$ cat src/rtl/assert_macros.svh
// ----------------------------------------------------------------------------
// Assertion macros
// Shared concurrent assertion shorthands for the sensor alarm block.
// ----------------------------------------------------------------------------
`ifndef ASSERT_MACROS_SVH
`define ASSERT_MACROS_SVH

// The consequent must hold in the same cycle as the antecedent.
`define ASSERT_IMPLIES(label, clk, rst_n, ante, cons) \
	label: assert property (@(posedge clk) disable iff (!rst_n) (ante) |-> (cons)) \
		else $error("%m: same-cycle implication failed");

// The consequent must hold in the cycle after the antecedent.
`define ASSERT_NEXT(label, clk, rst_n, ante, cons) \
	label: assert property (@(posedge clk) disable iff (!rst_n) (ante) |=> (cons)) \
		else $error("%m: next-cycle implication failed");

`endif

$ cat src/rtl/esafr_pkg.sv
// ----------------------------------------------------------------------------
// esafr_pkg
// Types and constants shared by the sensor alarm and fan ramp modules.
// ----------------------------------------------------------------------------
package esafr_pkg;

	// Field widths.
	localparam int TEMP_W    = 8;
	localparam int HUM_W     = 8;
	localparam int RAW_W     = 12;
	localparam int SMOG_W    = 13;
	localparam int PCT_W     = 7;
	localparam int PROD_W    = 28;
	localparam int LIGHT_Y_W = 9;
	localparam int FAN_NUM_W = 15;
	localparam int DIV_W     = 16;
	localparam int CFG_IDX_W = 3;
	localparam int CFG_DAT_W = 13;

	// Smog conversion: (s * 33000 - 16384000) >> 14, floored at zero.
	localparam logic [PROD_W-1:0] SMOG_GAIN   = 28'd33000;
	localparam logic [PROD_W-1:0] SMOG_OFFSET = 28'd16384000;

	// Light conversion: (1500 - l) / 12 computed as ((1500 - l) >> 2) * 171 >> 9.
	localparam logic [RAW_W-1:0] LIGHT_FULL = 12'd1500;
	localparam logic [7:0]       RECIP3     = 8'd171;

	localparam logic [PCT_W-1:0]     FAN_FULL_PCT = 7'd100;
	localparam logic [FAN_NUM_W-1:0] PCT_SCALE    = 15'd100;

	// Register indexes.
	localparam logic [CFG_IDX_W-1:0] REG_TEMP_LIMIT = 3'd0;
	localparam logic [CFG_IDX_W-1:0] REG_HUM_LIMIT  = 3'd1;
	localparam logic [CFG_IDX_W-1:0] REG_SMOG_LIMIT = 3'd2;
	localparam logic [CFG_IDX_W-1:0] REG_FAN_START  = 3'd3;
	localparam logic [CFG_IDX_W-1:0] REG_FAN_FULL   = 3'd4;

	// Register reset values.
	localparam logic [TEMP_W-1:0] RST_TEMP_LIMIT = 8'd25;
	localparam logic [HUM_W-1:0]  RST_HUM_LIMIT  = 8'd90;
	localparam logic [SMOG_W-1:0] RST_SMOG_LIMIT = 13'd3000;
	localparam logic [TEMP_W-1:0] RST_FAN_START  = 8'd18;
	localparam logic [TEMP_W-1:0] RST_FAN_FULL   = 8'd30;

	// Depth of the queue between the front and back ends.
	localparam int QUEUE_DEPTH = 2;
	localparam int QPTR_W      = $clog2(QUEUE_DEPTH);
	localparam int QCNT_W      = $clog2(QUEUE_DEPTH + 1);

	typedef enum logic [1:0] {
		FAN_ZERO,
		FAN_FULL,
		FAN_RAMP
	} fan_mode_t;

	typedef struct packed {
		logic [TEMP_W-1:0] temp_limit;
		logic [HUM_W-1:0]  humidity_limit;
		logic [SMOG_W-1:0] smog_limit;
		logic [TEMP_W-1:0] fan_start_temp;
		logic [TEMP_W-1:0] fan_full_temp;
	} cfg_t;

	// One classified request as it travels from the front to the back end.
	typedef struct packed {
		logic [SMOG_W-1:0]    smog_level;
		logic [PCT_W-1:0]     light_percent;
		logic                 temp_hit;
		logic                 humidity_hit;
		logic                 smog_hit;
		fan_mode_t            fan_mode;
		logic [FAN_NUM_W-1:0] fan_num;
		logic [TEMP_W-1:0]    fan_den;
	} entry_t;

endpackage

$ cat src/rtl/esafr_front.sv
// ----------------------------------------------------------------------------
// esafr_front
// Accepts sensor readings, converts the ADC samples and classifies the fan case.
// ----------------------------------------------------------------------------
module esafr_front (
	input  logic                           clk,
	input  logic                           arst_n,
	input  logic                           push,
	output logic                           full,
	input  logic [esafr_pkg::TEMP_W-1:0]   temp_int,
	input  logic [esafr_pkg::HUM_W-1:0]    humidity_int,
	input  logic                           adc_valid,
	input  logic [esafr_pkg::RAW_W-1:0]    smog_raw,
	input  logic [esafr_pkg::RAW_W-1:0]    light_raw,
	input  esafr_pkg::cfg_t                cfg,
	input  logic                           q_full,
	output logic                           q_push,
	output esafr_pkg::entry_t              q_data
);

	logic [esafr_pkg::RAW_W-1:0]     smog_s;
	logic [esafr_pkg::RAW_W-1:0]     light_l;
	logic [esafr_pkg::RAW_W-1:0]     light_diff;
	logic [esafr_pkg::PROD_W-1:0]    smog_prod;
	logic [esafr_pkg::LIGHT_Y_W-1:0] light_y;
	esafr_pkg::fan_mode_t            fan_mode;
	logic                            accept;

	logic                            valid_s1;
	logic [esafr_pkg::PROD_W-1:0]    smog_prod_s1;
	logic [esafr_pkg::LIGHT_Y_W-1:0] light_y_s1;
	logic                            temp_hit_s1;
	logic                            humidity_hit_s1;
	esafr_pkg::fan_mode_t            fan_mode_s1;
	logic [esafr_pkg::TEMP_W-1:0]    fan_diff_s1;
	logic [esafr_pkg::TEMP_W-1:0]    fan_den_s1;

	logic [esafr_pkg::PROD_W-1:0]    smog_excess;
	logic [16:0]                     light_prod;

	// Samples that are not valid read as zero.
	assign smog_s     = adc_valid ? smog_raw : '0;
	assign light_l    = adc_valid ? light_raw : '0;
	assign smog_prod  = esafr_pkg::PROD_W'(smog_s) * esafr_pkg::SMOG_GAIN;
	assign light_diff = esafr_pkg::LIGHT_FULL - light_l;
	assign light_y    = (light_l >= esafr_pkg::LIGHT_FULL) ? '0 : light_diff[10:2];

	always_comb begin
		if (temp_int > cfg.fan_full_temp) begin
			fan_mode = esafr_pkg::FAN_FULL;
		end else if (temp_int < cfg.fan_start_temp) begin
			fan_mode = esafr_pkg::FAN_ZERO;
		end else if (cfg.fan_full_temp <= cfg.fan_start_temp) begin
			fan_mode = esafr_pkg::FAN_FULL;
		end else begin
			fan_mode = esafr_pkg::FAN_RAMP;
		end
	end

	assign full   = valid_s1 & q_full;
	assign accept = push & ~full;
	assign q_push = valid_s1 & ~q_full;

	always_ff @(posedge clk or negedge arst_n) begin
		if (!arst_n) begin
			valid_s1 <= 1'b0;
		end else if (accept) begin
			valid_s1 <= 1'b1;
		end else if (q_push) begin
			valid_s1 <= 1'b0;
		end
	end

	always_ff @(posedge clk) begin
		if (accept) begin
			smog_prod_s1    <= smog_prod;
			light_y_s1      <= light_y;
			temp_hit_s1     <= temp_int > cfg.temp_limit;
			humidity_hit_s1 <= humidity_int > cfg.humidity_limit;
			fan_mode_s1     <= fan_mode;
			fan_diff_s1     <= temp_int - cfg.fan_start_temp;
			fan_den_s1      <= cfg.fan_full_temp - cfg.fan_start_temp;
		end
	end

	// The excess is only used when the product is above the offset.
	assign smog_excess = smog_prod_s1 - esafr_pkg::SMOG_OFFSET;
	assign light_prod  = 17'(light_y_s1) * 17'(esafr_pkg::RECIP3);

	always_comb begin
		q_data               = '0;
		q_data.smog_level    = (smog_prod_s1 > esafr_pkg::SMOG_OFFSET) ?
			smog_excess[26:14] : '0;
		q_data.light_percent = light_prod[15:9];
		q_data.temp_hit      = temp_hit_s1;
		q_data.humidity_hit  = humidity_hit_s1;
		q_data.smog_hit      = q_data.smog_level > cfg.smog_limit;
		q_data.fan_mode      = fan_mode_s1;
		q_data.fan_num       = esafr_pkg::FAN_NUM_W'(fan_diff_s1) * esafr_pkg::PCT_SCALE;
		q_data.fan_den       = fan_den_s1;
	end

endmodule

$ cat src/rtl/esafr_queue.sv
// ----------------------------------------------------------------------------
// esafr_queue
// Short register queue that decouples the front end from the back end.
// ----------------------------------------------------------------------------
module esafr_queue (
	input  logic              clk,
	input  logic              arst_n,
	input  logic              wr_en,
	input  esafr_pkg::entry_t wr_data,
	output logic              full,
	input  logic              rd_en,
	output esafr_pkg::entry_t rd_data,
	output logic              empty
);

	esafr_pkg::entry_t                slot_q [esafr_pkg::QUEUE_DEPTH];
	logic [esafr_pkg::QPTR_W-1:0]     wr_ptr_q;
	logic [esafr_pkg::QPTR_W-1:0]     rd_ptr_q;
	logic [esafr_pkg::QCNT_W-1:0]     count_q;
	logic                             do_wr;
	logic                             do_rd;

	assign full    = count_q == esafr_pkg::QCNT_W'(esafr_pkg::QUEUE_DEPTH);
	assign empty   = count_q == '0;
	assign do_wr   = wr_en & ~full;
	assign do_rd   = rd_en & ~empty;
	assign rd_data = slot_q[rd_ptr_q];

	always_ff @(posedge clk or negedge arst_n) begin
		if (!arst_n) begin
			wr_ptr_q <= '0;
			rd_ptr_q <= '0;
			count_q  <= '0;
		end else begin
			if (do_wr) begin
				wr_ptr_q <= (wr_ptr_q == esafr_pkg::QPTR_W'(esafr_pkg::QUEUE_DEPTH - 1)) ?
					'0 : wr_ptr_q + 1'b1;
			end
			if (do_rd) begin
				rd_ptr_q <= (rd_ptr_q == esafr_pkg::QPTR_W'(esafr_pkg::QUEUE_DEPTH - 1)) ?
					'0 : rd_ptr_q + 1'b1;
			end
			if (do_wr && !do_rd) begin
				count_q <= count_q + 1'b1;
			end else if (do_rd && !do_wr) begin
				count_q <= count_q - 1'b1;
			end
		end
	end

	always_ff @(posedge clk) begin
		if (do_wr) begin
			slot_q[wr_ptr_q] <= wr_data;
		end
	end

endmodule

$ cat src/rtl/esafr_back.sv
// ----------------------------------------------------------------------------
// esafr_back
// Runs the fan ramp divide, updates the alarm flags and holds the result.
// ----------------------------------------------------------------------------
`include "assert_macros.svh"

module esafr_back (
	input  logic                          clk,
	input  logic                          arst_n,
	input  logic                          q_empty,
	output logic                          q_pop,
	input  esafr_pkg::entry_t             q_data,
	output logic                          empty,
	input  logic                          pop,
	output logic [esafr_pkg::SMOG_W-1:0]  smog_level,
	output logic [esafr_pkg::PCT_W-1:0]   light_percent,
	output logic                          temp_alarm,
	output logic                          humidity_alarm,
	output logic                          smog_alarm,
	output logic                          alarm_drive,
	output logic                          alarm_raised,
	output logic [esafr_pkg::PCT_W-1:0]   fan_speed
);

	typedef enum logic [1:0] {
		B_IDLE,
		B_DIV,
		B_FIN
	} state_t;

	state_t                             st_q;
	esafr_pkg::entry_t                  ent_q;
	logic [esafr_pkg::TEMP_W-1:0]       rem_q;
	logic [esafr_pkg::DIV_W-1:0]        div_q;
	logic [2:0]                         step_q;
	logic                               temp_flag_q;
	logic                               humidity_flag_q;
	logic                               smog_flag_q;

	logic                               out_valid_q;
	logic [esafr_pkg::SMOG_W-1:0]       smog_level_q;
	logic [esafr_pkg::PCT_W-1:0]        light_percent_q;
	logic                               temp_alarm_q;
	logic                               humidity_alarm_q;
	logic                               smog_alarm_q;
	logic                               alarm_drive_q;
	logic                               alarm_raised_q;
	logic [esafr_pkg::PCT_W-1:0]        fan_speed_q;

	logic                               out_free;
	logic                               out_load;
	logic [esafr_pkg::TEMP_W:0]         part_a;
	logic [esafr_pkg::TEMP_W:0]         part_b;
	logic [esafr_pkg::TEMP_W-1:0]       rem_a;
	logic [esafr_pkg::TEMP_W-1:0]       rem_b;
	logic                               bit_a;
	logic                               bit_b;
	logic [esafr_pkg::PCT_W-1:0]        fan_value;

	assign out_free = ~out_valid_q | pop;
	assign out_load = (st_q == B_FIN) & out_free;
	assign q_pop    = (st_q == B_IDLE) & ~q_empty;

	// Two restoring divide steps per cycle; the quotient shifts in from the right.
	always_comb begin
		part_a = {rem_q, div_q[esafr_pkg::DIV_W-1]};
		bit_a  = part_a >= {1'b0, ent_q.fan_den};
		rem_a  = bit_a ? esafr_pkg::TEMP_W'(part_a - {1'b0, ent_q.fan_den}) :
			part_a[esafr_pkg::TEMP_W-1:0];
		part_b = {rem_a, div_q[esafr_pkg::DIV_W-2]};
		bit_b  = part_b >= {1'b0, ent_q.fan_den};
		rem_b  = bit_b ? esafr_pkg::TEMP_W'(part_b - {1'b0, ent_q.fan_den}) :
			part_b[esafr_pkg::TEMP_W-1:0];
	end

	always_comb begin
		unique case (ent_q.fan_mode)
			esafr_pkg::FAN_ZERO: fan_value = '0;
			esafr_pkg::FAN_FULL: fan_value = esafr_pkg::FAN_FULL_PCT;
			esafr_pkg::FAN_RAMP: fan_value = div_q[esafr_pkg::PCT_W-1:0];
			default:             fan_value = '0;
		endcase
	end

	always_ff @(posedge clk or negedge arst_n) begin
		if (!arst_n) begin
			st_q             <= B_IDLE;
			ent_q            <= '0;
			rem_q            <= '0;
			div_q            <= '0;
			step_q           <= '0;
			temp_flag_q      <= 1'b0;
			humidity_flag_q  <= 1'b0;
			smog_flag_q      <= 1'b0;
			out_valid_q      <= 1'b0;
			smog_level_q     <= '0;
			light_percent_q  <= '0;
			temp_alarm_q     <= 1'b0;
			humidity_alarm_q <= 1'b0;
			smog_alarm_q     <= 1'b0;
			alarm_drive_q    <= 1'b0;
			alarm_raised_q   <= 1'b0;
			fan_speed_q      <= '0;
		end else begin
			if (out_load) begin
				out_valid_q <= 1'b1;
			end else if (pop) begin
				out_valid_q <= 1'b0;
			end

			unique case (st_q)
				B_IDLE: begin
					if (!q_empty) begin
						ent_q  <= q_data;
						rem_q  <= '0;
						div_q  <= esafr_pkg::DIV_W'(q_data.fan_num);
						step_q <= '0;
						st_q   <= (q_data.fan_mode == esafr_pkg::FAN_RAMP) ? B_DIV : B_FIN;
					end
				end
				B_DIV: begin
					rem_q  <= rem_b;
					div_q  <= {div_q[esafr_pkg::DIV_W-3:0], bit_a, bit_b};
					step_q <= step_q + 1'b1;
					if (step_q == 3'(esafr_pkg::DIV_W / 2 - 1)) begin
						st_q <= B_FIN;
					end
				end
				B_FIN: begin
					if (out_free) begin
						smog_level_q     <= ent_q.smog_level;
						light_percent_q  <= ent_q.light_percent;
						temp_alarm_q     <= ent_q.temp_hit;
						humidity_alarm_q <= ent_q.humidity_hit;
						smog_alarm_q     <= ent_q.smog_hit;
						alarm_drive_q    <= ent_q.temp_hit | ent_q.humidity_hit |
							ent_q.smog_hit;
						alarm_raised_q   <= (ent_q.temp_hit & ~temp_flag_q) |
							(ent_q.humidity_hit & ~humidity_flag_q) |
							(ent_q.smog_hit & ~smog_flag_q);
						fan_speed_q      <= fan_value;
						temp_flag_q      <= ent_q.temp_hit;
						humidity_flag_q  <= ent_q.humidity_hit;
						smog_flag_q      <= ent_q.smog_hit;
						st_q             <= B_IDLE;
					end
				end
				default: begin
					st_q <= B_IDLE;
				end
			endcase
		end
	end

	assign empty          = ~out_valid_q;
	assign smog_level     = smog_level_q;
	assign light_percent  = light_percent_q;
	assign temp_alarm     = temp_alarm_q;
	assign humidity_alarm = humidity_alarm_q;
	assign smog_alarm     = smog_alarm_q;
	assign alarm_drive    = alarm_drive_q;
	assign alarm_raised   = alarm_raised_q;
	assign fan_speed      = fan_speed_q;

	`ASSERT_IMPLIES(a_raised_needs_drive, clk, arst_n, out_valid_q && alarm_raised_q, alarm_drive_q)
	`ASSERT_IMPLIES(a_fan_in_range, clk, arst_n, out_valid_q, fan_speed_q <= esafr_pkg::FAN_FULL_PCT)
	`ASSERT_NEXT(a_take_leaves_idle, clk, arst_n, q_pop, st_q != B_IDLE)
	`ASSERT_NEXT(a_flags_track_result, clk, arst_n, out_load, (temp_flag_q == temp_alarm_q) && (humidity_flag_q == humidity_alarm_q) && (smog_flag_q == smog_alarm_q))

endmodule

$ cat src/rtl/env_sensor_alarm_fan_ramp.sv
// ----------------------------------------------------------------------------
// env_sensor_alarm_fan_ramp
// Sensor alarm flags, smog and light conversion, and a temperature fan ramp.
// ----------------------------------------------------------------------------
// Flow: an accepted request is registered in the front-end stage, waits in the
// queue, is taken into the back end and is written to the result register. A
// ramp request first runs the radix-4 divider, which makes 2 quotient bits a cycle;
// the back end finishes one request before it takes the next.
// Reset: arst_n clears the alarm flags, the front stage, the queue and the limits to their defaults.
// ----------------------------------------------------------------------------
module env_sensor_alarm_fan_ramp (
	input  logic                                clk,
	input  logic                                arst_n,
	// Input request channel.
	input  logic                                push,
	output logic                                full,
	input  logic [esafr_pkg::TEMP_W-1:0]        temp_int,
	input  logic [esafr_pkg::HUM_W-1:0]         humidity_int,
	input  logic                                adc_valid,
	input  logic [esafr_pkg::RAW_W-1:0]         smog_raw,
	input  logic [esafr_pkg::RAW_W-1:0]         light_raw,
	// Result channel.
	output logic                                empty,
	input  logic                                pop,
	output logic [esafr_pkg::SMOG_W-1:0]        smog_level,
	output logic [esafr_pkg::PCT_W-1:0]         light_percent,
	output logic                                temp_alarm,
	output logic                                humidity_alarm,
	output logic                                smog_alarm,
	output logic                                alarm_drive,
	output logic                                alarm_raised,
	output logic [esafr_pkg::PCT_W-1:0]         fan_speed,
	// Configuration write port.
	input  logic                                cfg_we,
	input  logic [esafr_pkg::CFG_IDX_W-1:0]     cfg_index,
	input  logic [esafr_pkg::CFG_DAT_W-1:0]     cfg_data
);

	esafr_pkg::cfg_t   cfg_q;
	esafr_pkg::entry_t fq_wr_data;
	esafr_pkg::entry_t fq_rd_data;
	logic              fq_wr_en;
	logic              fq_full;
	logic              fq_rd_en;
	logic              fq_empty;

	// The temperature, humidity and fan registers keep only the low 8 bits of the
	// written data; the smog limit keeps all 13. Indexes past the last register are accepted and ignored.
	always_ff @(posedge clk or negedge arst_n) begin
		if (!arst_n) begin
			cfg_q.temp_limit     <= esafr_pkg::RST_TEMP_LIMIT;
			cfg_q.humidity_limit <= esafr_pkg::RST_HUM_LIMIT;
			cfg_q.smog_limit     <= esafr_pkg::RST_SMOG_LIMIT;
			cfg_q.fan_start_temp <= esafr_pkg::RST_FAN_START;
			cfg_q.fan_full_temp  <= esafr_pkg::RST_FAN_FULL;
		end else if (cfg_we) begin
			unique case (cfg_index)
				esafr_pkg::REG_TEMP_LIMIT: cfg_q.temp_limit     <= cfg_data[7:0];
				esafr_pkg::REG_HUM_LIMIT:  cfg_q.humidity_limit <= cfg_data[7:0];
				esafr_pkg::REG_SMOG_LIMIT: cfg_q.smog_limit     <= cfg_data;
				esafr_pkg::REG_FAN_START:  cfg_q.fan_start_temp <= cfg_data[7:0];
				esafr_pkg::REG_FAN_FULL:   cfg_q.fan_full_temp  <= cfg_data[7:0];
				default: begin
				end
			endcase
		end
	end

	// The front end converts both ADC samples, compares temperature, humidity
	// and smog against their limits, and decides whether the fan speed is zero,
	// full or on the ramp. It holds one request in its own stage.
	esafr_front u_front (
		.clk          (clk),
		.arst_n       (arst_n),
		.push         (push),
		.full         (full),
		.temp_int     (temp_int),
		.humidity_int (humidity_int),
		.adc_valid    (adc_valid),
		.smog_raw     (smog_raw),
		.light_raw    (light_raw),
		.cfg          (cfg_q),
		.q_full       (fq_full),
		.q_push       (fq_wr_en),
		.q_data       (fq_wr_data)
	);

	// Classified requests wait here while the back end runs a ramp divide, so
	// the front end keeps taking readings.
	esafr_queue u_queue (
		.clk     (clk),
		.arst_n  (arst_n),
		.wr_en   (fq_wr_en),
		.wr_data (fq_wr_data),
		.full    (fq_full),
		.rd_en   (fq_rd_en),
		.rd_data (fq_rd_data),
		.empty   (fq_empty)
	);

	// The back end owns the alarm flags, so the rising-edge pulse follows the
	// order in which requests were accepted. The result register lets it start
	// the next request while a finished result waits to be popped.
	esafr_back u_back (
		.clk            (clk),
		.arst_n         (arst_n),
		.q_empty        (fq_empty),
		.q_pop          (fq_rd_en),
		.q_data         (fq_rd_data),
		.empty          (empty),
		.pop            (pop),
		.smog_level     (smog_level),
		.light_percent  (light_percent),
		.temp_alarm     (temp_alarm),
		.humidity_alarm (humidity_alarm),
		.smog_alarm     (smog_alarm),
		.alarm_drive    (alarm_drive),
		.alarm_raised   (alarm_raised),
		.fan_speed      (fan_speed)
	);

endmodule
$ cat config.mk
export PLATFORM = sky130hd
export DESIGN_NAME = env_sensor_alarm_fan_ramp
export DESIGN_NICKNAME = d
export VERILOG_FILES = /design/src/rtl/esafr_pkg.sv /design/src/rtl/esafr_front.sv /design/src/rtl/esafr_queue.sv /design/src/rtl/esafr_back.sv /design/src/rtl/env_sensor_alarm_fan_ramp.sv
export VERILOG_INCLUDE_DIRS = /design/src /design/src/rtl
export SDC_FILE = /design/constraint.sdc
export NUM_CORES = 1
export LEC_CHECK = 0
export ABC_AREA = 1
export BUFFER_PORTS_ARGS = -buffer_cell sky130_fd_sc_hd__buf_2
export CAP_MARGIN = 0
export CORE_ASPECT_RATIO = 0.7
export CORE_UTILIZATION = 35
export CTS_CLUSTER_DIAMETER = 100
export DETAILED_ROUTE_END_ITERATION = 6
export PLACE_DENSITY_LB_ADDON = 0.25
export SLEW_MARGIN = 20
export SYNTH_ARGS = -nofsm -noshare
export SYNTH_HDL_FRONTEND = slang
export SYNTH_SLANG_ARGS = --single-unit
$ cat constraint.sdc
create_clock -name clk -period 5.4 [get_ports clk]
set_input_delay 1.08 -clock clk [delete_from_list [all_inputs] [get_ports clk]]
set_output_delay 1.08 -clock clk [all_outputs]
set_load 0.01 [all_outputs]
==> impl_metrics.sql, run 1 <==
INSERT INTO impl_metrics (metric_group, metric, value, unit) VALUES
('setup_path', 'crit_path_max_delay_cell_type', 'sky130_fd_sc_hd__fa_1', ''),
('global_routing', 'grt_start_max_net_pins', '68', ''),
('worst_hold_path', 'hold_path_class', 'in -> async', ''),
('setup_path', 'path_max_fanout', '10', ''),
('timing', 'max_slew_margin', '39.2', '%'),
('floorplanning', 'row_count', '68', ''),
('pwr', 'netSwitchingFraction', '42.9', '%'),
('timing', 'fin_crit', '4680', 'ps'),
('pwr', 'pwr-share-seq', '34.0', '%'),
('routing', 'vias_per_cell', '4.73', ''),
('setup_path', 'cp_data_arrival_time', '5000', 'ps'),
('job', 'timing.max_cap.violations', '0', ''),
('global_routing', 'global_route_wire_length_before_repair', '66300', 'microns'),
('synth', 'syn-num-nets', '2183', ''),
('clock_tree', 'cts_repair_resize_count', '0', ''),
('clock_tree', 'ctsHtreeMaxLevel', '1', ''),
('global_routing', 'grt_overflow', '0', ''),
('synth', 'synth-edff-count', '146', ''),
('timing', 'final.period_utilization', '86.7', '%'),
('setup_path', 'cell_chain_of_the_critical_path', 'buf_2 -> nand2_1 -> inv_1 -> fa_1 -> ha_1 -> inv_1 -> fa_1 -> inv_1 -> fa_1 -> ha_1 -> ha_1 -> a21oi_1 -> a21boi_1 -> o21ai_0 -> a21oi_1 -> xnor2_1', ''),
('setup_path', 'worst-r2r-cell-count', '14', ''),
('floorplanning', 'fp.dieH', '190', 'microns'),
('final_layout', 'filler_cell_count', '4929', ''),
('routing', 'drt-pass1-iter-count', '5', ''),
('placement', 'buffers_on_ports', '95', ''),
('setup_path', 'timing.rr.start', 'u_front.light_y_s1[3]', ''),
('synth', 'area_leader_netlist', 'sky130_fd_sc_hd__edfxtp_1', ''),
('setup_path', 'worstPathRequired', '5720', 'ps'),
('timing', 'timing.fmax', '214', 'MHz'),
('floorplanning', 'fp.dieW', '270', 'microns'),
('synth', 'most_common_cell_in_the_synthesized_netlist', 'sky130_fd_sc_hd__nand2_1', ''),
('routing', 'total_number_of_vias', '12600', ''),
('synth', 'synth_seq_cells', '291', ''),
('synth', 'ys_top_cells_by_area', 'sky130_fd_sc_hd__edfxtp_1 (25%), sky130_fd_sc_hd__dfrtp_1 (18%), sky130_fd_sc_hd__ha_1 (15%)', ''),
('timing', 'finalSetupViolations', '0', ''),
('setup_path', 'crit_path_start_kind', 'primary input', ''),
('clock_tree', 'clock_net_sink_count', '291', ''),
('pwr', 'clock_group_share_of_total_power', '17.2', '%'),
('routing', 'wl_per_cell', '15.3', 'microns'),
('clock_tree', 'tritoncts', 'done', ''),
('synth', 'avgSynthCellArea', '9.43', 'sq um'),
('routing', 'ant_nets', '0', ''),
('final_layout', 'drive_above_1_share', '11.0', '%'),
('synth', 'fraction_of_post_synthesis_cell_area_in_the_top_cell_type_by_area', '24.8', '%'),
('final_layout', 'multi_input_area', '8410', 'sq um'),
('final_layout', 'layout.cells.non_filler', '2664', ''),
('status', 'run_status', 'complete, no violations', ''),
('pwr', 'p_leak', '9.72', 'nW'),
('pwr', 'net_switching_power', '5.10', 'mW'),
('global_routing', 'grtUsageTotal', '16.0', '%'),
('clock_tree', 'cts.clk_slew.worst_paths', '70', 'ps'),
('final_layout', 'finish.net_count', '2288', ''),
('synth', 'async_reset_ff_share', '49.8', '%'),
('clock_tree', 'clock_insertion_delay_worst_skew', '590', 'ps'),
('floorplanning', 'initial_core_util', '35.6', '%'),
('timing', 'totalNegativeSetupSlack', '0', 'ps'),
('setup_path', 'worstPathBufferInverterCount', '4', ''),
('clock_tree', 'post_cts_setup_buffer_count', '0', ''),
('floorplanning', 'pin_count', '96', ''),
('setup_path', 'critical-path-top-delay-family', 'adder cells', ''),
('setup_path', 'max_stage_delay', '520', 'ps'),
('pwr', 'p_int', '6.78', 'mW'),
('clock_tree', 'clockBufferDepth', '3', ''),
('global_routing', 'first_global_vias', '12400', ''),
('floorplanning', 'die-area', '51300', 'sq um'),
('final_layout', 'diodes_inserted', '0', ''),
('routing', 'drt_iter0_drc', '912', ''),
('clock_tree', 'cts_buffers', '28', ''),
('timing', 'rsz0062_at_grt', 'no', ''),
('final_layout', 'final_util', '40.2', '%'),
('synth', 'post_synth_instance_area', '17600', 'sq um');
-- cells by family after synthesis --
logic type / synth area share (%)
AO/OA/AOI/OAI: 9.29
XOR/XNOR: 2.93
adder cells (fa/ha/maj): 19.4
AND/OR/NAND/NOR: 15.9
flip-flops: 45.5
buffers and inverters: 6.90
-- layout by cell type (no fill, tap or decap), types with 5 or more instances in the layout --
cell,Yosys,layout
sky130_fd_sc_hd__ha_1,208,208
sky130_fd_sc_hd__xnor2_1,16,16
sky130_fd_sc_hd__o21bai_1,5,5
sky130_fd_sc_hd__a21o_1,7,7
sky130_fd_sc_hd__xor2_1,43,43
sky130_fd_sc_hd__nor4_1,5,5
sky130_fd_sc_hd__o21ai_0,94,94
sky130_fd_sc_hd__nor2_1,133,131
sky130_fd_sc_hd__a21oi_1,98,98
sky130_fd_sc_hd__buf_2,7,94
sky130_fd_sc_hd__fa_1,41,41
sky130_fd_sc_hd__nor2_2,6,6
sky130_fd_sc_hd__nand2_2,7,7
sky130_fd_sc_hd__o211ai_1,5,5
sky130_fd_sc_hd__edfxtp_1,146,146
sky130_fd_sc_hd__nand3_1,55,55
sky130_fd_sc_hd__dfstp_2,20,20
sky130_fd_sc_hd__o21ai_2,5,5
sky130_fd_sc_hd__o311ai_0,14,14
sky130_fd_sc_hd__nand4_1,14,14
sky130_fd_sc_hd__dfrtp_1,125,125
sky130_fd_sc_hd__nor3b_1,5,5
sky130_fd_sc_hd__clkinv_2,0,6
sky130_fd_sc_hd__clkbuf_16,0,28
sky130_fd_sc_hd__a31oi_1,35,35
sky130_fd_sc_hd__nand2_1,420,420
sky130_fd_sc_hd__nor3_1,10,10
sky130_fd_sc_hd__inv_2,5,6
sky130_fd_sc_hd__inv_1,272,271
sky130_fd_sc_hd__buf_4,2,18
-- registers in the layout, summed over array words and instances, names as in the netlist, 8 cells and up --
signal / flops
u_queue.slot_q: 92
u_back.rem_q: 8
u_back.div_q: 16
u_front.light_y_s1: 9
u_front.fan_den_s1: 8
cfg_q: 45
u_front.smog_prod_s1: 25
u_back.ent_q: 33
u_back.smog_level: 13
u_front.fan_diff_s1: 8
-- layout make-up --
type | instances | area share, %
clock inverters | 16 | 0.937
repair buffers | 113 | 3.10
inverters | 278 | 5.24
well taps | 665 | 4.18
flip-flops and latches | 291 | 40.4
multi-input cells | 1265 | 42.3
clock buffers | 36 | 3.87
-- metal layers --
layer / up-vias / track usage [%] / wire [microns]
met2: 241 / 22.6 / 15900
met1: 5882 / 25.6 / 22200
met4: 0 / 2.63 / 550
met3: 40 / 2.54 / 2020
met5: - / 0 / 0
li1: 6434 / - / -
-- per-stage QoR --
stage	hold WS (ps)	setup slack [ps]	instance area [sq um]
finish	428	718	19900
global route	442	460	19900
CTS	433	760	19900
detailed placement	435	152	18900
global placement	428	169	18900
floorplan	421	334	17600
-- power groups by stage --
stage	sequential (mW)	combinational, mW	clock, mW
after floorplan	3.97	4.19	0
after global placement	4.06	5.69	0
after detailed placement	4.08	5.79	0
after CTS	4.04	5.84	2.10
after global routing	4.13	6.63	2.18
final	4.03	5.80	2.05
-- worst max path at each step --
stage	cells after the start	start	endpoint	slack, ps
global placement	20	adc_valid	u_front.smog_prod_s1[25]	170
CTS	20	adc_valid	u_front.smog_prod_s1[25]	760
detailed placement	20	adc_valid	u_front.smog_prod_s1[25]	150
global route	17	adc_valid	u_front.smog_prod_s1[23]	460
floorplan	20	adc_valid	u_front.smog_prod_s1[18]	330
finish	16	adc_valid	u_front.smog_prod_s1[18]	720
Note: power is estimated with default switching activity, not from simulation.
==> inputs of run 2 (changes only) <==
PLACE_DENSITY = 0.49   (was default)
PLACE_DENSITY_LB_ADDON = default   (was 0.25)
==> impl_metrics.sql, run 2 (same netlist as run 1, synthesis figures left out) <==
INSERT INTO impl_metrics (metric_group, metric, value, unit) VALUES
('status', 'run_status', 'complete, no violations', ''),
('clock_tree', 'clock-root-buffer', 'sky130_fd_sc_hd__clkbuf_16', ''),
('setup_path', 'worstSetupStartpoint', 'adc_valid', ''),
('pwr', 'p_leak', '9.76', 'nW'),
('worst_hold_path', 'whs_path_depth', '0', ''),
('setup_path', 'setup.worst_path.end_class', 'register', ''),
('floorplanning', 'fp.dieW', '270', 'microns'),
('pwr', 'total_power', '12.0', 'mW'),
('setup_path', 'crit_type', 'in -> reg', ''),
('clock_tree', 'clock_insertion_delay_worst_skew', '590', 'ps'),
('global_routing', 'grt_overflow', '0', ''),
('timing', 'final.period_utilization', '87.6', '%'),
('final_layout', 'layout_overhead_on_the_synthesized_area', '13.1', '%'),
('routing', 'ant_nets', '0', ''),
('timing', 'final_hold_viol_count', '0', ''),
('timing', 'timing.fmax', '211', 'MHz'),
('final_layout', 'drive_above_1_share', '11.1', '%'),
('placement', 'post-dp-hpwl', '31200', 'microns'),
('setup_path', 'path_max_fanout', '10', ''),
('routing', 'drt-pass1-iter-count', '5', ''),
('clock_tree', 'ctsHtreeMaxLevel', '1', ''),
('routing', 'total_number_of_vias', '12700', ''),
('timing', 'final_slew_viol_count', '0', ''),
('timing', 'max_slew_margin', '35.2', '%'),
('worst_hold_path', 'worstHoldStart', 'u_front.fan_den_s1[6]', ''),
('timing', 'finalSetupViolations', '0', ''),
('floorplanning', 'pin_count', '96', ''),
('timing', 'rsz0062_at_grt', 'no', ''),
('floorplanning', 'fp.dieH', '190', 'microns'),
('routing', 'wl_per_cell', '15.5', 'microns'),
('final_layout', 'largest_registers', 'u_queue.slot_q x92, cfg_q x45, u_back.ent_q x33', ''),
('global_routing', 'grt_start_max_net_pins', '75', ''),
('placement', 'pre_cts_slack', '52.2', 'ps'),
('global_routing', 'antenna_found_initial', '2', ''),
('timing', 'layout_setup_ws', '670', 'ps'),
('clock_tree', 'cts_buffers', '31', ''),
('placement', 'gp_routability_congestion', '0.855', ''),
('routing', 'drt_iter0_drc', '1016', ''),
('setup_path', 'cp_data_arrival_time', '5070', 'ps'),
('global_routing', 'global_route_wire_length_before_repair', '67100', 'microns'),
('final_layout', 'diodes_inserted', '0', ''),
('clock_tree', 'cts.clk_slew.worst_paths', '60', 'ps'),
('timing', 'whs', '455', 'ps'),
('routing', 'vias_per_cell', '4.75', ''),
('setup_path', 'worstPathRequired', '5740', 'ps'),
('routing', 'overall_routed_net_length', '41300', 'microns'),
('setup_path', 'max_stage_delay', '530', 'ps'),
('floorplanning', 'initial_core_util', '35.6', '%'),
('clock_tree', 'cts_hold_repair_buffers', '0', ''),
('setup_path', 'worst_r2r_dst', 'u_queue.slot_q[0][30]', ''),
('placement', 'buffers_on_ports', '95', ''),
('timing', 'fin_worst_skew', '13.9', 'ps'),
('clock_tree', 'clockBufferDepth', '3', ''),
('clock_tree', 'post_cts_setup_buffer_count', '0', ''),
('setup_path', 'worst-r2r-cell-count', '14', ''),
('pwr', 'power_dens_cells', '602', 'nW/um^2'),
('final_layout', 'largest_register_ff_count', '92', ''),
('setup_path', 'cell_chain_of_the_critical_path', 'buf_2 -> nand2_1 -> o21ai_0 -> inv_1 -> ha_1 -> ha_1 -> ha_1 -> inv_1 -> fa_1 -> inv_1 -> fa_1 -> ha_1 -> a21oi_1 -> nand2_1 -> nand3_1 -> nand2_1 -> nand2_1 -> o211ai_1 -> and3_1', ''),
('final_layout', 'finish.net_count', '2291', ''),
('floorplanning', 'die-area', '51300', 'sq um'),
('worst_hold_path', 'hold_path_class', 'reg -> reg', ''),
('global_routing', 'grtUsageTotal', '16.4', '%'),
('setup_path', 'timing.rr.start', 'u_front.light_y_s1[3]', ''),
('worst_hold_path', 'whs_endpoint', 'u_queue.slot_q[1][6]', ''),
('pwr', 'vdd_drop_max', '0.286', 'mV'),
('final_layout', 'largest-register', 'u_queue.slot_q', ''),
('clock_tree', 'tritoncts', 'done', ''),
('final_layout', 'layout.cells.most_common_list', 'sky130_fd_sc_hd__nand2_1 (420), sky130_fd_sc_hd__inv_1 (271), sky130_fd_sc_hd__ha_1 (208), sky130_fd_sc_hd__edfxtp_1 (146), sky130_fd_sc_hd__nor2_1 (131)', ''),
('setup_path', 'crit_path_max_delay_cell_type', 'sky130_fd_sc_hd__fa_1', ''),
('floorplanning', 'row_count', '68', ''),
('timing', 'worst_slew_pin_tran', '970', 'ps'),
('job', 'timing.max_cap.violations', '0', ''),
('final_layout', 'final_util', '40.3', '%'),
('setup_path', 'crit_path_start_kind', 'primary input', ''),
('timing', 'fin_crit', '4730', 'ps'),
('global_routing', 'first_global_vias', '12200', ''),
('setup_path', 'worst-r2r-setup-slack', '1200', 'ps'),
('routing', 'drcViolationCount', '0', ''),
('final_layout', 'filler_cell_count', '4916', ''),
('clock_tree', 'clock_net_sink_count', '291', ''),
('timing', 'totalNegativeSetupSlack', '0', 'ps'),
('final_layout', 'mostFrequentLayoutCell', 'sky130_fd_sc_hd__nand2_1', ''),
('clock_tree', 'cts_repair_resize_count', '0', ''),
('floorplanning', 'fp.coreArea', '49500', 'sq um');
run 2: changes by cell type in the layout (fill, tap and decap cells not counted):
cell,before,now
sky130_fd_sc_hd__clkbuf_16,28,32
sky130_fd_sc_hd__clkbuf_1,4,7
sky130_fd_sc_hd__bufinv_16,3,1
sky130_fd_sc_hd__clkbuf_8,4,6
sky130_fd_sc_hd__clkinv_1,4,5
sky130_fd_sc_hd__clkinv_16,1,0
sky130_fd_sc_hd__clkinv_2,6,5
sky130_fd_sc_hd__clkinvlp_4,1,0
sky130_fd_sc_hd__inv_16,0,1
run 2: per-stage QoR:
stage               cells  instance area, sq um
floorplan            1872                 17600
global placement     2612                 18900
detailed placement   2612                 18900
CTS                  2670                 20000
global route         2670                 20000
finish               2670                 20000
run 2: how the worst max path moves through the flow:
stage / slack (ps) / cells after the start / to
floorplan: 330 / 20 / u_front.smog_prod_s1[18]
global placement: 110 / 18 / u_front.smog_prod_s1[18]
detailed placement: 50 / 18 / u_front.smog_prod_s1[18]
CTS: 690 / 18 / u_front.smog_prod_s1[18]
global route: 290 / 19 / u_front.smog_prod_s1[23]
finish: 670 / 19 / u_front.smog_prod_s1[27]
run 2: layout make-up:
cell class | count | area [sq um] | area share [%]
clock inverter | 13 | 108 | 0.539
timing repair buffer | 113 | 617 | 3.09
tap | 665 | 832 | 4.17
inverter | 278 | 1040 | 5.23
sequential | 291 | 8040 | 40.3
clock buffer | 45 | 910 | 4.56
multi-input combinational | 1265 | 8410 | 42.2
run 2: power by group:
group	internal, mW	switching [mW]	leakage, nW	total [mW]
Sequential	3.58	0.449	3.12	4.03
Combinational	2.05	3.82	6.14	5.87
Clock	1.22	0.902	0.504	2.12
run 2: critical path: cells and delay by family:
family          cells  cell delay [ps]
compound gates      3              550
simple gates        6              780
fa+ha+maj           6             2240
buf+inv             4              420
run 2: metal layers:
metal	global-route usage (%)	routed length, microns
met3	1.93	1740
met1	26.6	22700
met4	2.80	573
met2	23.1	16300
met5	0	0
==> inputs of run 3 (changes only) <==
CTS_BUF_LIST = sky130_fd_sc_hd__clkbuf_4 sky130_fd_sc_hd__clkbuf_8 sky130_fd_sc_hd__clkbuf_16   (was default)
clock period = 5.7 ns   (was 5.4 ns; I/O delays follow)
==> impl_metrics.sql, run 3 (same netlist as run 1, synthesis figures left out) <==
INSERT INTO impl_metrics (metric_group, metric, value, unit) VALUES
('status', 'run_status', 'complete, no violations', ''),
('timing', 'final_slew_viol_count', '0', ''),
('timing', 'max_slew_margin', '35.3', '%'),
('global_routing', 'use_met3', '2.54', '%'),
('pwr', 'total_power', '11.6', 'mW'),
('timing', 'whs', '450', 'ps'),
('clock_tree', 'cts_buffers', '34', ''),
('pwr', 'vdd_drop_max', '0.310', 'mV'),
('clock_tree', 'cts.clk_slew.worst_paths', '60', 'ps'),
('routing', 'ant_nets', '0', ''),
('final_layout', 'final_util', '40.6', '%'),
('global_routing', 'grt_start_max_net_pins', '79', ''),
('final_layout', 'largest_register_ff_count', '92', ''),
('clock_tree', 'cts_hold_repair_buffers', '0', ''),
('setup_path', 'path_max_fanout', '13', ''),
('global_routing', 'grt_overflow', '0', ''),
('floorplanning', 'row_count', '68', ''),
('placement', 'pre_cts_slack', '239', 'ps'),
('floorplanning', 'fp.dieH', '190', 'microns'),
('timing', 'rsz0062_at_grt', 'no', ''),
('routing', 'total_number_of_vias', '12600', ''),
('timing', 'timing.fmax', '203', 'MHz'),
('final_layout', 'layout.cells.most_common_list', 'sky130_fd_sc_hd__nand2_1 (420), sky130_fd_sc_hd__inv_1 (271), sky130_fd_sc_hd__ha_1 (208), sky130_fd_sc_hd__edfxtp_1 (146), sky130_fd_sc_hd__nor2_1 (131)', ''),
('routing', 'drt-pass1-iter-count', '5', ''),
('setup_path', 'worst_r2r_dst', 'u_queue.slot_q[1][30]', ''),
('timing', 'totalNegativeSetupSlack', '0', 'ps'),
('placement', 'post-dp-hpwl', '31100', 'microns'),
('clock_tree', 'cts_repair_resize_count', '0', ''),
('setup_path', 'setup.worst_path.end_class', 'register', ''),
('setup_path', 'worst-r2r-cell-count', '14', ''),
('clock_tree', 'clockBufferDepth', '3', ''),
('floorplanning', 'die-area', '51300', 'sq um'),
('placement', 'post-place-cells', '2608', ''),
('routing', 'drcViolationCount', '0', ''),
('final_layout', 'layout.cells.non_filler', '2671', ''),
('final_layout', 'finish.net_count', '2290', ''),
('job', 'timing.max_cap.violations', '0', ''),
('setup_path', 'max_stage_delay', '540', 'ps'),
('floorplanning', 'initial_core_util', '35.6', '%'),
('worst_hold_path', 'worstHoldStart', 'u_front.fan_den_s1[0]', ''),
('placement', 'gp_routability_congestion', '0.878', ''),
('setup_path', 'crit_path_start_kind', 'primary input', ''),
('timing', 'worst_slew_pin_tran', '968', 'ps'),
('setup_path', 'crit_path_max_delay_cell_type', 'sky130_fd_sc_hd__fa_1', ''),
('global_routing', 'first_global_vias', '12400', ''),
('global_routing', 'met1_capacity_usage_during_global_routing', '26.1', '%'),
('placement', 'placement.cell_area', '18900', 'sq um'),
('global_routing', 'grtUsageTotal', '16.4', '%'),
('clock_tree', 'clock-root-buffer', 'sky130_fd_sc_hd__clkbuf_16', ''),
('timing', 'finalSetupViolations', '0', ''),
('global_routing', 'global_route_wire_length_before_repair', '67500', 'microns'),
('timing', 'final.period_utilization', '86.2', '%'),
('final_layout', 'largest_registers', 'u_queue.slot_q x92, cfg_q x45, u_back.ent_q x33', ''),
('global_routing', 'antenna_found_initial', '1', ''),
('setup_path', 'crit_type', 'in -> reg', ''),
('routing', 'vias_per_cell', '4.73', ''),
('final_layout', 'drive_above_1_share', '11.5', '%'),
('timing', 'fin_crit', '4920', 'ps'),
('timing', 'layout_setup_ws', '785', 'ps'),
('pwr', 'p_leak', '9.83', 'nW'),
('routing', 'overall_routed_net_length', '41000', 'microns'),
('pwr', 'power_dens_cells', '578', 'nW/um^2'),
('final_layout', 'largest-register', 'u_queue.slot_q', ''),
('global_routing', 'met2_layer_usage_reported_by_global_route', '23.0', '%'),
('final_layout', 'stdcell_area', '20100', 'sq um'),
('setup_path', 'timing.rr.start', 'u_front.light_y_s1[3]', ''),
('floorplanning', 'pin_count', '96', ''),
('final_layout', 'layout_overhead_on_the_synthesized_area', '13.8', '%'),
('setup_path', 'worstPathRequired', '5960', 'ps'),
('global_routing', 'global_route.peak_usage_layer', 'met1', ''),
('clock_tree', 'clock_insertion_delay_worst_skew', '530', 'ps'),
('timing', 'final_hold_viol_count', '0', ''),
('routing', 'drt_iter0_drc', '751', ''),
('clock_tree', 'clock_net_sink_count', '291', ''),
('clock_tree', 'ctsHtreeMaxLevel', '2', ''),
('worst_hold_path', 'hold_path_class', 'reg -> reg', ''),
('worst_hold_path', 'whs_path_depth', '0', ''),
('floorplanning', 'fp.coreArea', '49500', 'sq um'),
('placement', 'buffers_on_ports', '95', ''),
('setup_path', 'cell_chain_of_the_critical_path', 'buf_2 -> nand2_1 -> o21ai_0 -> inv_1 -> ha_1 -> ha_1 -> ha_1 -> inv_1 -> fa_1 -> inv_1 -> fa_1 -> ha_1 -> a21oi_1 -> nand2_1 -> nand3_1 -> nand2_1 -> nand2_1 -> o211ai_1 -> xor2_1', ''),
('worst_hold_path', 'whs_endpoint', 'u_queue.slot_q[0][0]', ''),
('timing', 'fin_worst_skew', '27.1', 'ps'),
('final_layout', 'mostFrequentLayoutCell', 'sky130_fd_sc_hd__nand2_1', ''),
('setup_path', 'cp_data_arrival_time', '5170', 'ps'),
('routing', 'wl_per_cell', '15.4', 'microns'),
('setup_path', 'worst-r2r-setup-slack', '1620', 'ps'),
('clock_tree', 'tritoncts', 'done', ''),
('clock_tree', 'post_cts_setup_buffer_count', '0', ''),
('floorplanning', 'fp.dieW', '270', 'microns');
[run 3: where the power goes]
part | total [mW] | switching, mW | internal [mW]
logic | 5.55 | 3.61 | 1.94
clock network | 2.25 | 0.873 | 1.38
registers | 3.81 | 0.420 | 3.39
total | 11.6 | 4.91 | 6.71
[run 3: final cells by class]
cell class	count	area [sq um]
antenna	1	2.50
clock buffer	48	1000
clock inverter	14	169
fill	4900	29400
inverter	278	1040
multi-input combinational	1265	8410
sequential	291	8040
tap	665	832
timing repair buffer	109	587
[run 3: worst max-delay path by stage]
stage / start / end / slack (ps)
CTS: adc_valid / u_front.smog_prod_s1[25] / 800
finish: adc_valid / u_front.smog_prod_s1[23] / 780
detailed placement: adc_valid / u_front.smog_prod_s1[23] / 240
floorplan: adc_valid / u_front.smog_prod_s1[18] / 570
global placement: adc_valid / u_front.smog_prod_s1[18] / 300
global route: adc_valid / u_front.smog_prod_s1[23] / 420
[run 3: per-layer routing]
| layer | wire (microns) | up-vias |
|---|---|---|
| li1 | - | 6432 |
| met1 | 22800 | 5927 |
| met2 | 15800 | 227 |
| met3 | 1670 | 51 |
| met4 | 733 | 0 |
| met5 | 0 | - |
[run 3: critical path, delay by kind of cell]
kind / cells / cell delay (ps)
AND/OR/NAND/NOR: 5 / 590
AO/OA/AOI/OAI: 3 / 550
buffers and inverters: 4 / 440
XOR/XNOR: 1 / 190
adder cells (fa/ha/maj): 6 / 2270
